[src/sv/tone_sequencer_command_step_macros.svh]
// Assertion macros shared by the tone sequencer RTL.
`ifndef TONE_SEQUENCER_COMMAND_STEP_MACROS_SVH
`define TONE_SEQUENCER_COMMAND_STEP_MACROS_SVH

// checked outside reset only
`define TSQ_ASSERT(lbl, clk, rst_n, prop, msg) \
	lbl: assert property (@(posedge clk) disable iff (!rst_n) prop) else $error(msg);

// checked on every edge, reset included
`define TSQ_ASSERT_ALWAYS(lbl, clk, prop, msg) \
	lbl: assert property (@(posedge clk) prop) else $error(msg);

`endif

[src/sv/tsq_pkg.sv]
// Shared constants, types and the tone period table of the tone sequencer.
package tsq_pkg;

	localparam int unsigned DIV_DVD_W = 12;
	localparam int unsigned DIV_DSR_W = 8;
	localparam int unsigned DIV_CNT_W = $clog2(DIV_DVD_W);

	localparam logic [7:0] CMD_NOTE_LIMIT = 8'd12;
	localparam logic [7:0] CMD_OCTAVE     = 8'd12;
	localparam logic [7:0] CMD_TEMPO      = 8'd22;
	localparam logic [7:0] CMD_VOLUME     = 8'd24;
	localparam logic [7:0] CMD_REST       = 8'd25;
	localparam logic [7:0] CMD_LOOP       = 8'd254;

	localparam logic [7:0] STEP_DOWN = 8'd13;
	localparam logic [7:0] STEP_UP   = 8'd14;

	localparam logic [3:0] OCT_MIN = 4'd3;
	localparam logic [3:0] OCT_MAX = 4'd8;

	localparam logic [DIV_DVD_W-1:0] TICK_BASE = 12'd3600;
	localparam logic [7:0]           WAIT_SAT  = 8'hff;
	localparam logic [7:0]           TRIGGER   = 8'h80;
	localparam logic [3:0]           ENV_LOW   = 4'd7;

	localparam logic [1:0] KIND_NOTE   = 2'd0;
	localparam logic [1:0] KIND_REST   = 2'd1;
	localparam logic [1:0] KIND_REWIND = 2'd2;

	typedef struct packed {
		logic busy;
		logic done;
	} div_stat_t;

	function automatic logic [10:0] period_lookup(input logic [6:0] idx);
		logic [10:0] p;
		case (idx)
			7'd0:  p = 11'd44;   7'd1:  p = 11'd156;  7'd2:  p = 11'd262;
			7'd3:  p = 11'd363;  7'd4:  p = 11'd457;  7'd5:  p = 11'd547;
			7'd6:  p = 11'd631;  7'd7:  p = 11'd710;  7'd8:  p = 11'd786;
			7'd9:  p = 11'd854;  7'd10: p = 11'd923;  7'd11: p = 11'd986;
			7'd12: p = 11'd1046; 7'd13: p = 11'd1102; 7'd14: p = 11'd1155;
			7'd15: p = 11'd1205; 7'd16: p = 11'd1253; 7'd17: p = 11'd1297;
			7'd18: p = 11'd1339; 7'd19: p = 11'd1379; 7'd20: p = 11'd1417;
			7'd21: p = 11'd1452; 7'd22: p = 11'd1486; 7'd23: p = 11'd1517;
			7'd24: p = 11'd1546; 7'd25: p = 11'd1575; 7'd26: p = 11'd1602;
			7'd27: p = 11'd1627; 7'd28: p = 11'd1650; 7'd29: p = 11'd1673;
			7'd30: p = 11'd1694; 7'd31: p = 11'd1714; 7'd32: p = 11'd1732;
			7'd33: p = 11'd1750; 7'd34: p = 11'd1767; 7'd35: p = 11'd1783;
			7'd36: p = 11'd1798; 7'd37: p = 11'd1812; 7'd38: p = 11'd1825;
			7'd39: p = 11'd1837; 7'd40: p = 11'd1849; 7'd41: p = 11'd1860;
			7'd42: p = 11'd1871; 7'd43: p = 11'd1881; 7'd44: p = 11'd1890;
			7'd45: p = 11'd1899; 7'd46: p = 11'd1907; 7'd47: p = 11'd1915;
			7'd48: p = 11'd1923; 7'd49: p = 11'd1930; 7'd50: p = 11'd1936;
			7'd51: p = 11'd1943; 7'd52: p = 11'd1949; 7'd53: p = 11'd1954;
			7'd54: p = 11'd1959; 7'd55: p = 11'd1964; 7'd56: p = 11'd1969;
			7'd57: p = 11'd1974; 7'd58: p = 11'd1978; 7'd59: p = 11'd1982;
			7'd60: p = 11'd1985; 7'd61: p = 11'd1988; 7'd62: p = 11'd1992;
			7'd63: p = 11'd1995; 7'd64: p = 11'd1998; 7'd65: p = 11'd2001;
			7'd66: p = 11'd2004; 7'd67: p = 11'd2006; 7'd68: p = 11'd2009;
			7'd69: p = 11'd2011; 7'd70: p = 11'd2013; 7'd71: p = 11'd2015;
			default: p = 11'd2015;
		endcase
		return p;
	endfunction

endpackage

[src/sv/tone_sequencer_command_step.sv]
// Tone sequencer command step: command decode, state, period table, wait divider.
// One item at a time. A note or rest with nonzero tempo and length passes from input
// transfer through the bit-serial wait divider and a push state to the output register.
// A tempo command holds input off while 3600/tempo is refreshed.
// Other commands, and zero tempo or length, skip the divider.
// Reset (arst_n low) clears tempo and volume, sets the octave to 3, drops the output.
module tone_sequencer_command_step
	import tsq_pkg::*;
(
	input  logic        clk,
	input  logic        arst_n,
	input  logic        s_axis_tvalid,
	output logic        s_axis_tready,
	input  logic [15:0] s_axis_tdata,  // [7:0] action, [15:8] argument
	output logic        m_axis_tvalid,
	input  logic        m_axis_tready,
	output logic [31:0] m_axis_tdata,  // [7:0] envelope_byte, [15:8] period_low,
	                                   // [23:16] control_byte, [31:24] wait_ticks
	output logic [1:0]  m_axis_tuser   // [1:0] kind
);

`include "tone_sequencer_command_step_macros.svh"

	typedef enum logic [3:0] {
		ST_IDLE  = 4'b0001,
		ST_TEMPO = 4'b0010,
		ST_NOTE  = 4'b0100,
		ST_PUSH  = 4'b1000
	} state_t;

	state_t state_q;

	logic [7:0] tempo_q;
	logic [3:0] volume_q;
	logic [3:0] octave_q;
	logic [DIV_DVD_W-1:0] base_q;

	logic [1:0] kind_q;
	logic [7:0] env_q;
	logic [7:0] lo_q;
	logic [7:0] ctl_q;
	logic [7:0] wait_q;

	logic        out_valid_q;
	logic [1:0]  out_kind_q;
	logic [31:0] out_data_q;

	logic [7:0] action;
	logic [7:0] argument;
	logic       accept;
	logic       is_note;
	logic       is_timed;
	logic       div_start;
	logic       out_free;

	logic [DIV_DVD_W-1:0] div_dvd;
	logic [DIV_DSR_W-1:0] div_dsr;
	logic [DIV_DVD_W-1:0] div_quot;
	div_stat_t            div_stat;

	logic [6:0]  rom_idx;
	logic [10:0] period;
	logic [3:0]  oct_next;
	logic [7:0]  wait_sat;

	assign action        = s_axis_tdata[7:0];
	assign argument      = s_axis_tdata[15:8];
	assign s_axis_tready = (state_q == ST_IDLE);
	assign accept        = s_axis_tvalid && s_axis_tready;
	assign is_note       = action < CMD_NOTE_LIMIT;
	assign is_timed      = is_note || (action == CMD_REST);
	assign out_free      = !out_valid_q || m_axis_tready;

	assign rom_idx = {(octave_q[2:0] - OCT_MIN[2:0]), 3'b000}
	               + {1'b0, (octave_q[2:0] - OCT_MIN[2:0]), 2'b00}
	               + action[6:0];
	assign period  = period_lookup(rom_idx);

	assign wait_sat = (div_quot[DIV_DVD_W-1:8] != '0) ? WAIT_SAT : div_quot[7:0];

	always_comb begin
		div_start = 1'b0;
		div_dvd   = base_q;
		div_dsr   = argument;
		if (accept) begin
			if (action == CMD_TEMPO) begin
				div_dvd   = TICK_BASE;
				div_start = (argument != '0);
			end else if (is_timed) begin
				div_start = (argument != '0) && (tempo_q != '0);
			end
		end
	end

	always_comb begin
		oct_next = octave_q;
		if (argument == STEP_DOWN) begin
			if (octave_q > OCT_MIN)
				oct_next = octave_q - 1'b1;
		end else if (argument == STEP_UP) begin
			if (octave_q < OCT_MAX)
				oct_next = octave_q + 1'b1;
		end else if (argument < {4'd0, OCT_MIN}) begin
			oct_next = OCT_MIN;
		end else if (argument > {4'd0, OCT_MAX}) begin
			oct_next = OCT_MAX;
		end else begin
			oct_next = argument[3:0];
		end
	end

	tsq_div u_div (
		.clk      (clk),
		.arst_n   (arst_n),
		.start    (div_start),
		.dividend (div_dvd),
		.divisor  (div_dsr),
		.stat     (div_stat),
		.quotient (div_quot)
	);

	always_ff @(posedge clk or negedge arst_n) begin
		if (!arst_n) begin
			state_q  <= ST_IDLE;
			tempo_q  <= '0;
			volume_q <= '0;
			octave_q <= OCT_MIN;
		end else begin
			case (state_q)
				ST_IDLE: begin
					if (accept) begin
						if (action == CMD_OCTAVE) begin
							octave_q <= oct_next;
						end else if (action == CMD_TEMPO) begin
							tempo_q <= argument;
							if (div_start)
								state_q <= ST_TEMPO;
						end else if (action == CMD_VOLUME) begin
							volume_q <= argument[3:0];
						end else if (is_timed) begin
							state_q <= div_start ? ST_NOTE : ST_PUSH;
						end else if (action == CMD_LOOP) begin
							state_q <= ST_PUSH;
						end
					end
				end
				ST_TEMPO: begin
					if (div_stat.done)
						state_q <= ST_IDLE;
				end
				ST_NOTE: begin
					if (div_stat.done)
						state_q <= ST_PUSH;
				end
				ST_PUSH: begin
					if (out_free)
						state_q <= ST_IDLE;
				end
				default: state_q <= ST_IDLE;
			endcase
		end
	end

	always_ff @(posedge clk) begin
		if (state_q == ST_TEMPO && div_stat.done)
			base_q <= div_quot;
		if (accept) begin
			if (is_note) begin
				kind_q <= KIND_NOTE;
				env_q  <= {volume_q, ENV_LOW};
				lo_q   <= period[7:0];
				ctl_q  <= TRIGGER | {5'd0, period[10:8]};
				wait_q <= WAIT_SAT;
			end else if (action == CMD_REST) begin
				kind_q <= KIND_REST;
				env_q  <= '0;
				lo_q   <= '0;
				ctl_q  <= '0;
				wait_q <= WAIT_SAT;
			end else begin
				kind_q <= KIND_REWIND;
				env_q  <= '0;
				lo_q   <= '0;
				ctl_q  <= '0;
				wait_q <= '0;
			end
		end else if (state_q == ST_NOTE && div_stat.done) begin
			wait_q <= wait_sat;
		end
	end

	always_ff @(posedge clk or negedge arst_n) begin
		if (!arst_n) begin
			out_valid_q <= 1'b0;
		end else if (state_q == ST_PUSH && out_free) begin
			out_valid_q <= 1'b1;
		end else if (m_axis_tready) begin
			out_valid_q <= 1'b0;
		end
	end

	always_ff @(posedge clk) begin
		if (state_q == ST_PUSH && out_free) begin
			out_kind_q <= kind_q;
			out_data_q <= {wait_q, ctl_q, lo_q, env_q};
		end
	end

	assign m_axis_tvalid = out_valid_q;
	assign m_axis_tdata  = out_data_q;
	assign m_axis_tuser  = out_kind_q;

	`TSQ_ASSERT(a_octave_range, clk, arst_n, (octave_q >= OCT_MIN) && (octave_q <= OCT_MAX), "octave left 3..8")
	`TSQ_ASSERT(a_div_owner, clk, arst_n, div_stat.busy |-> (state_q == ST_TEMPO || state_q == ST_NOTE), "divider busy outside a divide state")
	`TSQ_ASSERT(a_note_trigger, clk, arst_n, (m_axis_tvalid && m_axis_tuser == KIND_NOTE) |-> m_axis_tdata[23], "note result without trigger bit")
	`TSQ_ASSERT(a_push_loads, clk, arst_n, (state_q == ST_PUSH && out_free) |=> m_axis_tvalid, "result not presented after push")

endmodule

[src/sv/tsq_div.sv]
// Bit-serial restoring divider, one quotient bit per cycle.
module tsq_div
	import tsq_pkg::*;
(
	input  logic                 clk,
	input  logic                 arst_n,
	input  logic                 start,
	input  logic [DIV_DVD_W-1:0] dividend,
	input  logic [DIV_DSR_W-1:0] divisor,
	output div_stat_t            stat,
	output logic [DIV_DVD_W-1:0] quotient
);

	localparam logic [DIV_CNT_W-1:0] LAST_STEP = DIV_CNT_W'(DIV_DVD_W - 1);

	logic                 busy_q;
	logic                 done_q;
	logic [DIV_CNT_W-1:0] cnt_q;
	logic [DIV_DVD_W-1:0] dvd_q;
	logic [DIV_DSR_W-1:0] dsr_q;
	logic [DIV_DSR_W-1:0] rem_q;
	logic [DIV_DSR_W:0]   rem_sh;
	logic [DIV_DSR_W:0]   rem_sub;
	logic                 q_bit;

	assign rem_sh  = {rem_q, dvd_q[DIV_DVD_W-1]};
	assign q_bit   = rem_sh >= {1'b0, dsr_q};
	assign rem_sub = rem_sh - {1'b0, dsr_q};

	always_ff @(posedge clk or negedge arst_n) begin
		if (!arst_n) begin
			busy_q <= 1'b0;
			done_q <= 1'b0;
			cnt_q  <= '0;
		end else begin
			done_q <= 1'b0;
			if (start) begin
				busy_q <= 1'b1;
				cnt_q  <= LAST_STEP;
			end else if (busy_q) begin
				if (cnt_q == '0) begin
					busy_q <= 1'b0;
					done_q <= 1'b1;
				end else begin
					cnt_q <= cnt_q - 1'b1;
				end
			end
		end
	end

	always_ff @(posedge clk) begin
		if (start) begin
			dvd_q <= dividend;
			dsr_q <= divisor;
			rem_q <= '0;
		end else if (busy_q) begin
			dvd_q <= {dvd_q[DIV_DVD_W-2:0], q_bit};
			rem_q <= q_bit ? rem_sub[DIV_DSR_W-1:0] : rem_sh[DIV_DSR_W-1:0];
		end
	end

	assign stat.busy = busy_q;
	assign stat.done = done_q;
	assign quotient  = dvd_q;

endmodule

[config.mk]
export PLATFORM = sky130hd
export DESIGN_NAME = tone_sequencer_command_step
export DESIGN_NICKNAME = d
export VERILOG_FILES = /design/src/sv/tsq_pkg.sv /design/src/sv/tone_sequencer_command_step.sv /design/src/sv/tsq_div.sv
export VERILOG_INCLUDE_DIRS = /design/src /design/src/sv
export SDC_FILE = /design/constraint.sdc
export NUM_CORES = 1
export LEC_CHECK = 0
export ABC_AREA = 0
export BUFFER_PORTS_ARGS = -buffer_cell sky130_fd_sc_hd__buf_2
export CORE_UTILIZATION = 55
export DETAILED_ROUTE_END_ITERATION = 10
export PLACE_DENSITY = 0.8
export SYNTH_ARGS = -nofsm -noshare
export SYNTH_HDL_FRONTEND = slang
export SYNTH_SLANG_ARGS = --single-unit
export TNS_END_PERCENT = 30
[constraint.sdc]
create_clock -name clk -period 5 [get_ports clk]
set_clock_uncertainty 0.1 [all_clocks]
set_input_delay 1.5 -clock clk [delete_from_list [all_inputs] [get_ports clk]]
set_output_delay 1.5 -clock clk [all_outputs]
set_load 0.01 [all_outputs]
==> results.py <==
metrics = {
    "routing": {
        "wl_per_cell_um": 18.3,
        "wl_um": 13900,
        "drc_errors": 0,
        "postRouteAntennaNets": 0,
        "first_pass_iters": 5,
        "drtIter0Drc": 399,
        "num_vias": 4607,
        "viasPerCell": 6.05,
    },
    "layout": {
        "area_growth_pct": 14.3,
        "fin_cells": 762,
        "antenna_cells": 0,
        "fin_nets": 656,
        "layout_common_cells": "edfxtp_1 (84), buf_2 (50), a21oi_1 (46)",
        "fillers": 815,
        "final_common_cell": "edfxtp_1",
        "design_area_sq_um": 7220,
        "drive_above_1_share": 0.201,
    },
    "critical_path": {
        "critPathSlowestCell": "fa_1",
        "cp-end-kind": "flip-flop",
        "worstPathRequired_ps": 5100,
        "crit_fanout": 5,
        "critPathLaunchType": "input port",
        "crit_arrival_ps": 4100,
        "path_cells": "buf_2 > inv_1 > fa_1 > fa_1 > inv_1 > mux4_2 > a21oi_1 > a21oi_1 > a221oi_1",
        "crit_type": "in -> reg",
        "slowest_delay_ps": 550,
    },
    "cts": {
        "insertion_delay_ps": 410,
        "cts_buffers": 17,
        "clkSinkCount": 119,
        "cts_setup_buffers": 0,
        "cts_tree": "yes",
        "cts-root-buf": "clkbuf_16",
        "clockBufferDepth": 2,
        "cts.hold.buffers_added": 0,
        "cts_resized": 0,
        "clkTransAtPathRegs_ps": 60,
        "htreeDepth": 4,
    },
    "power_and_ir_drop": {
        "peakVddDrop_mv": 0.362,
        "p_seq_frac": 0.402,
        "p_sw_frac": 0.304,
        "power_leakage_nw": 2.86,
        "p_int_mw": 2.47,
        "p_clk_frac": 0.337,
        "powerDensity_nw_per_um2": 492,
        "p_sw_mw": 1.08,
        "p_comb_frac": 0.261,
    },
    "synth": {
        "ys_ff_latch": 119,
        "ys_seq_area_frac": 0.532,
        "synth_cell_types": 73,
        "ys.flop_type": "edfxtp_1",
        "ys_warn_count": 0,
        "syn_area_sq_um": 6320,
        "ys_async_sr_fraction": 0.227,
        "postSynthCellCount": 565,
        "syn_avg_cell_area_sq_um": 11.2,
        "synth-edff-count": 84,
    },
    "floorplanning": {
        "design.die.area_sq_um": 11900,
        "chipHeight_um": 109,
        "core_area_sq_um": 11000,
        "fp.dieW_um": 109,
        "start_util": 0.573,
        "rows": 38,
        "ios": 56,
    },
    "global_routing": {
        "track_usage": 0.249,
        "grt-ovfl-total": 0,
        "antenna_found_initial": 0,
        "grt_first_pass_wirelength_um": 22000,
        "grt_max_degree": 36,
        "first_global_vias": 4435,
    },
    "timing": {
        "rsz0062_at_grt": "no",
        "max_freq_mhz": 250,
        "fin_crit_sh": 0.799,
        "fin_crit_ps": 3990,
        "tns_ps": 0,
        "finalHoldViolCount": 0,
        "slew_viol_final": 0,
        "slew_headroom": 0.134,
        "tightest_slew_ps": 1290,
        "setup_viol": 0,
    },
    "placed_design": {
        "hpwl_um": 9420,
        "place_congestion": 0.926,
        "portBuffers": 50,
        "placed_area_sq_um": 6630,
        "dp_cells": 730,
    },
    "hold_path": {
        "hold_path_class": "reg -> reg",
    },
    "job": {
        "drv_cap": 0,
    },
    "run_status": {
        "status": "completed",
    },
}
synthesized netlist by cell type, types with 2 or more instances:
library cell	number	area share
o21ai_0	35	0.028
buf_2	8	0.0063
dfrtp_1	24	0.095
nand4_1	4	0.0040
o211ai_1	4	0.0048
clkbuf_1	18	0.011
and3_1	6	0.0059
buf_4	8	0.0095
fa_1	3	0.0095
mux2_2	15	0.027
a31oi_1	7	0.0069
edfxtp_1	84	0.40
nor3b_1	2	0.0024
xor2_1	3	0.0042
inv_1	33	0.020
o31a_1	2	0.0028
mux2i_1	10	0.016
a221oi_1	3	0.0042
nor2_1	23	0.014
o22ai_1	3	0.0030
xnor2_1	12	0.017
nand3b_1	2	0.0024
a22o_1	8	0.011
nor4_1	6	0.0059
nand2_1	44	0.026
o221ai_1	2	0.0028
nand2b_1	8	0.0079
or4b_2	2	0.0032
buf_1	2	0.0012
nor3_1	14	0.011
and2_1	4	0.0040
o22a_1	6	0.0083
nand3_1	10	0.0079
a2111o_1	2	0.0036
inv_2	2	0.0012
a21o_1	2	0.0024
o21a_1	12	0.014
nor2b_1	9	0.0089
dfxtp_1	8	0.025
ha_1	24	0.048
or3_1	3	0.0030
a211oi_1	7	0.0083
a21oi_1	46	0.036
mux4_2	4	0.014
dfstp_2	3	0.012
registers in the layout, summed over array words and instances (netlist names):
register        flops
wait_q              8
octave_q            4
m_axis_tuser        2
state_q             4
u_div.done_q        1
m_axis_tvalid       1
u_div.cnt_q         4
base_q             12
lo_q                8
tempo_q             8
u_div.busy_q        1
u_div.rem_q         8
volume_q            4
u_div.quotient     12
m_axis_tdata       24
u_div.dsr_q         8
env_q               5
kind_q              2
ctl_q               3
power groups by stage:
stage          clock [mW]  sequential [mW]  combinational, mW
2_1_floorplan           0             1.41              0.697
3_3_place_gp            0             1.43              0.872
3_5_place_dp            0             1.44              0.906
4_1_cts              1.20             1.43              0.924
5_1_grt              1.25             1.45               1.03
6_report             1.20             1.43              0.926
per-stage QoR:
stage                     worst slack (ps)  utilization  hold slack [ps]  total power [mW]
after floorplan                        782            -              300              2.11
after global placement                 721        0.601              301              2.30
after detailed placement               591        0.601              305              2.35
after CTS                             1020        0.654              319              3.56
after global routing                   849        0.654              321              3.73
final                                 1010        0.654              313              3.55
kinds of logic after synthesis:
| logic type | synth area share |
|---|---|
| AO/OA/AOI/OAI | 0.156 |
| XOR/XNOR | 0.0208 |
| adder cells (fa/ha/maj) | 0.0571 |
| buffers and inverters | 0.0517 |
| flip-flops | 0.532 |
| multiplexers | 0.0586 |
| other | 0.000594 |
| AND/OR/NAND/NOR | 0.123 |
critical path, delay by kind of cell:
kind	cells	cell delay, ps
AOI/OAI and AO/OA	3	570
buffers and inverters	3	430
adders and majority gates	2	1060
muxes	1	530
path summary, 6_finish.rpt:
kind / start / slack, ps / cells after the start / endpoint
max: s_axis_tdata[4] / 1010 / 9 / lo_q[1]$_SDFFCE_PP0N_
min: wait_q[7]$_DFFE_PP_ / 310 / 0 / m_axis_tdata[31]$_DFFE_PP_
max reg2reg: octave_q[0]$_DFFE_PN1P_ / 1180 / 10 / lo_q[1]$_SDFFCE_PP0N_
min reg2reg: wait_q[7]$_DFFE_PP_ / 310 / 0 / m_axis_tdata[31]$_DFFE_PP_
max in group asynchronous: arst_n / 3340 / 1 / tempo_q[5]$_DFFE_PN0P_
min in group asynchronous: arst_n / 1030 / 1 / state_q[1]$_DFFE_PN0P_
cell type report:
cell class,instances,area (sq um),area share
multi-input cells,376,2650,0.366
well taps,140,175,0.0243
clock buffers,17,425,0.0589
inverters,37,140,0.0194
clock inverters,15,161,0.0224
flip-flops and latches,119,3360,0.466
repair buffers,58,310,0.0430
layer usage:
metal  up-vias  wire, um  track usage
li1       2161         -            -
met3        22      1070       0.0735
met4         0       233       0.0975
met1      2198      6000        0.325
met5         -         0            0
met2       226      6610        0.390
Note: power is estimated with default switching activity, not from simulation.
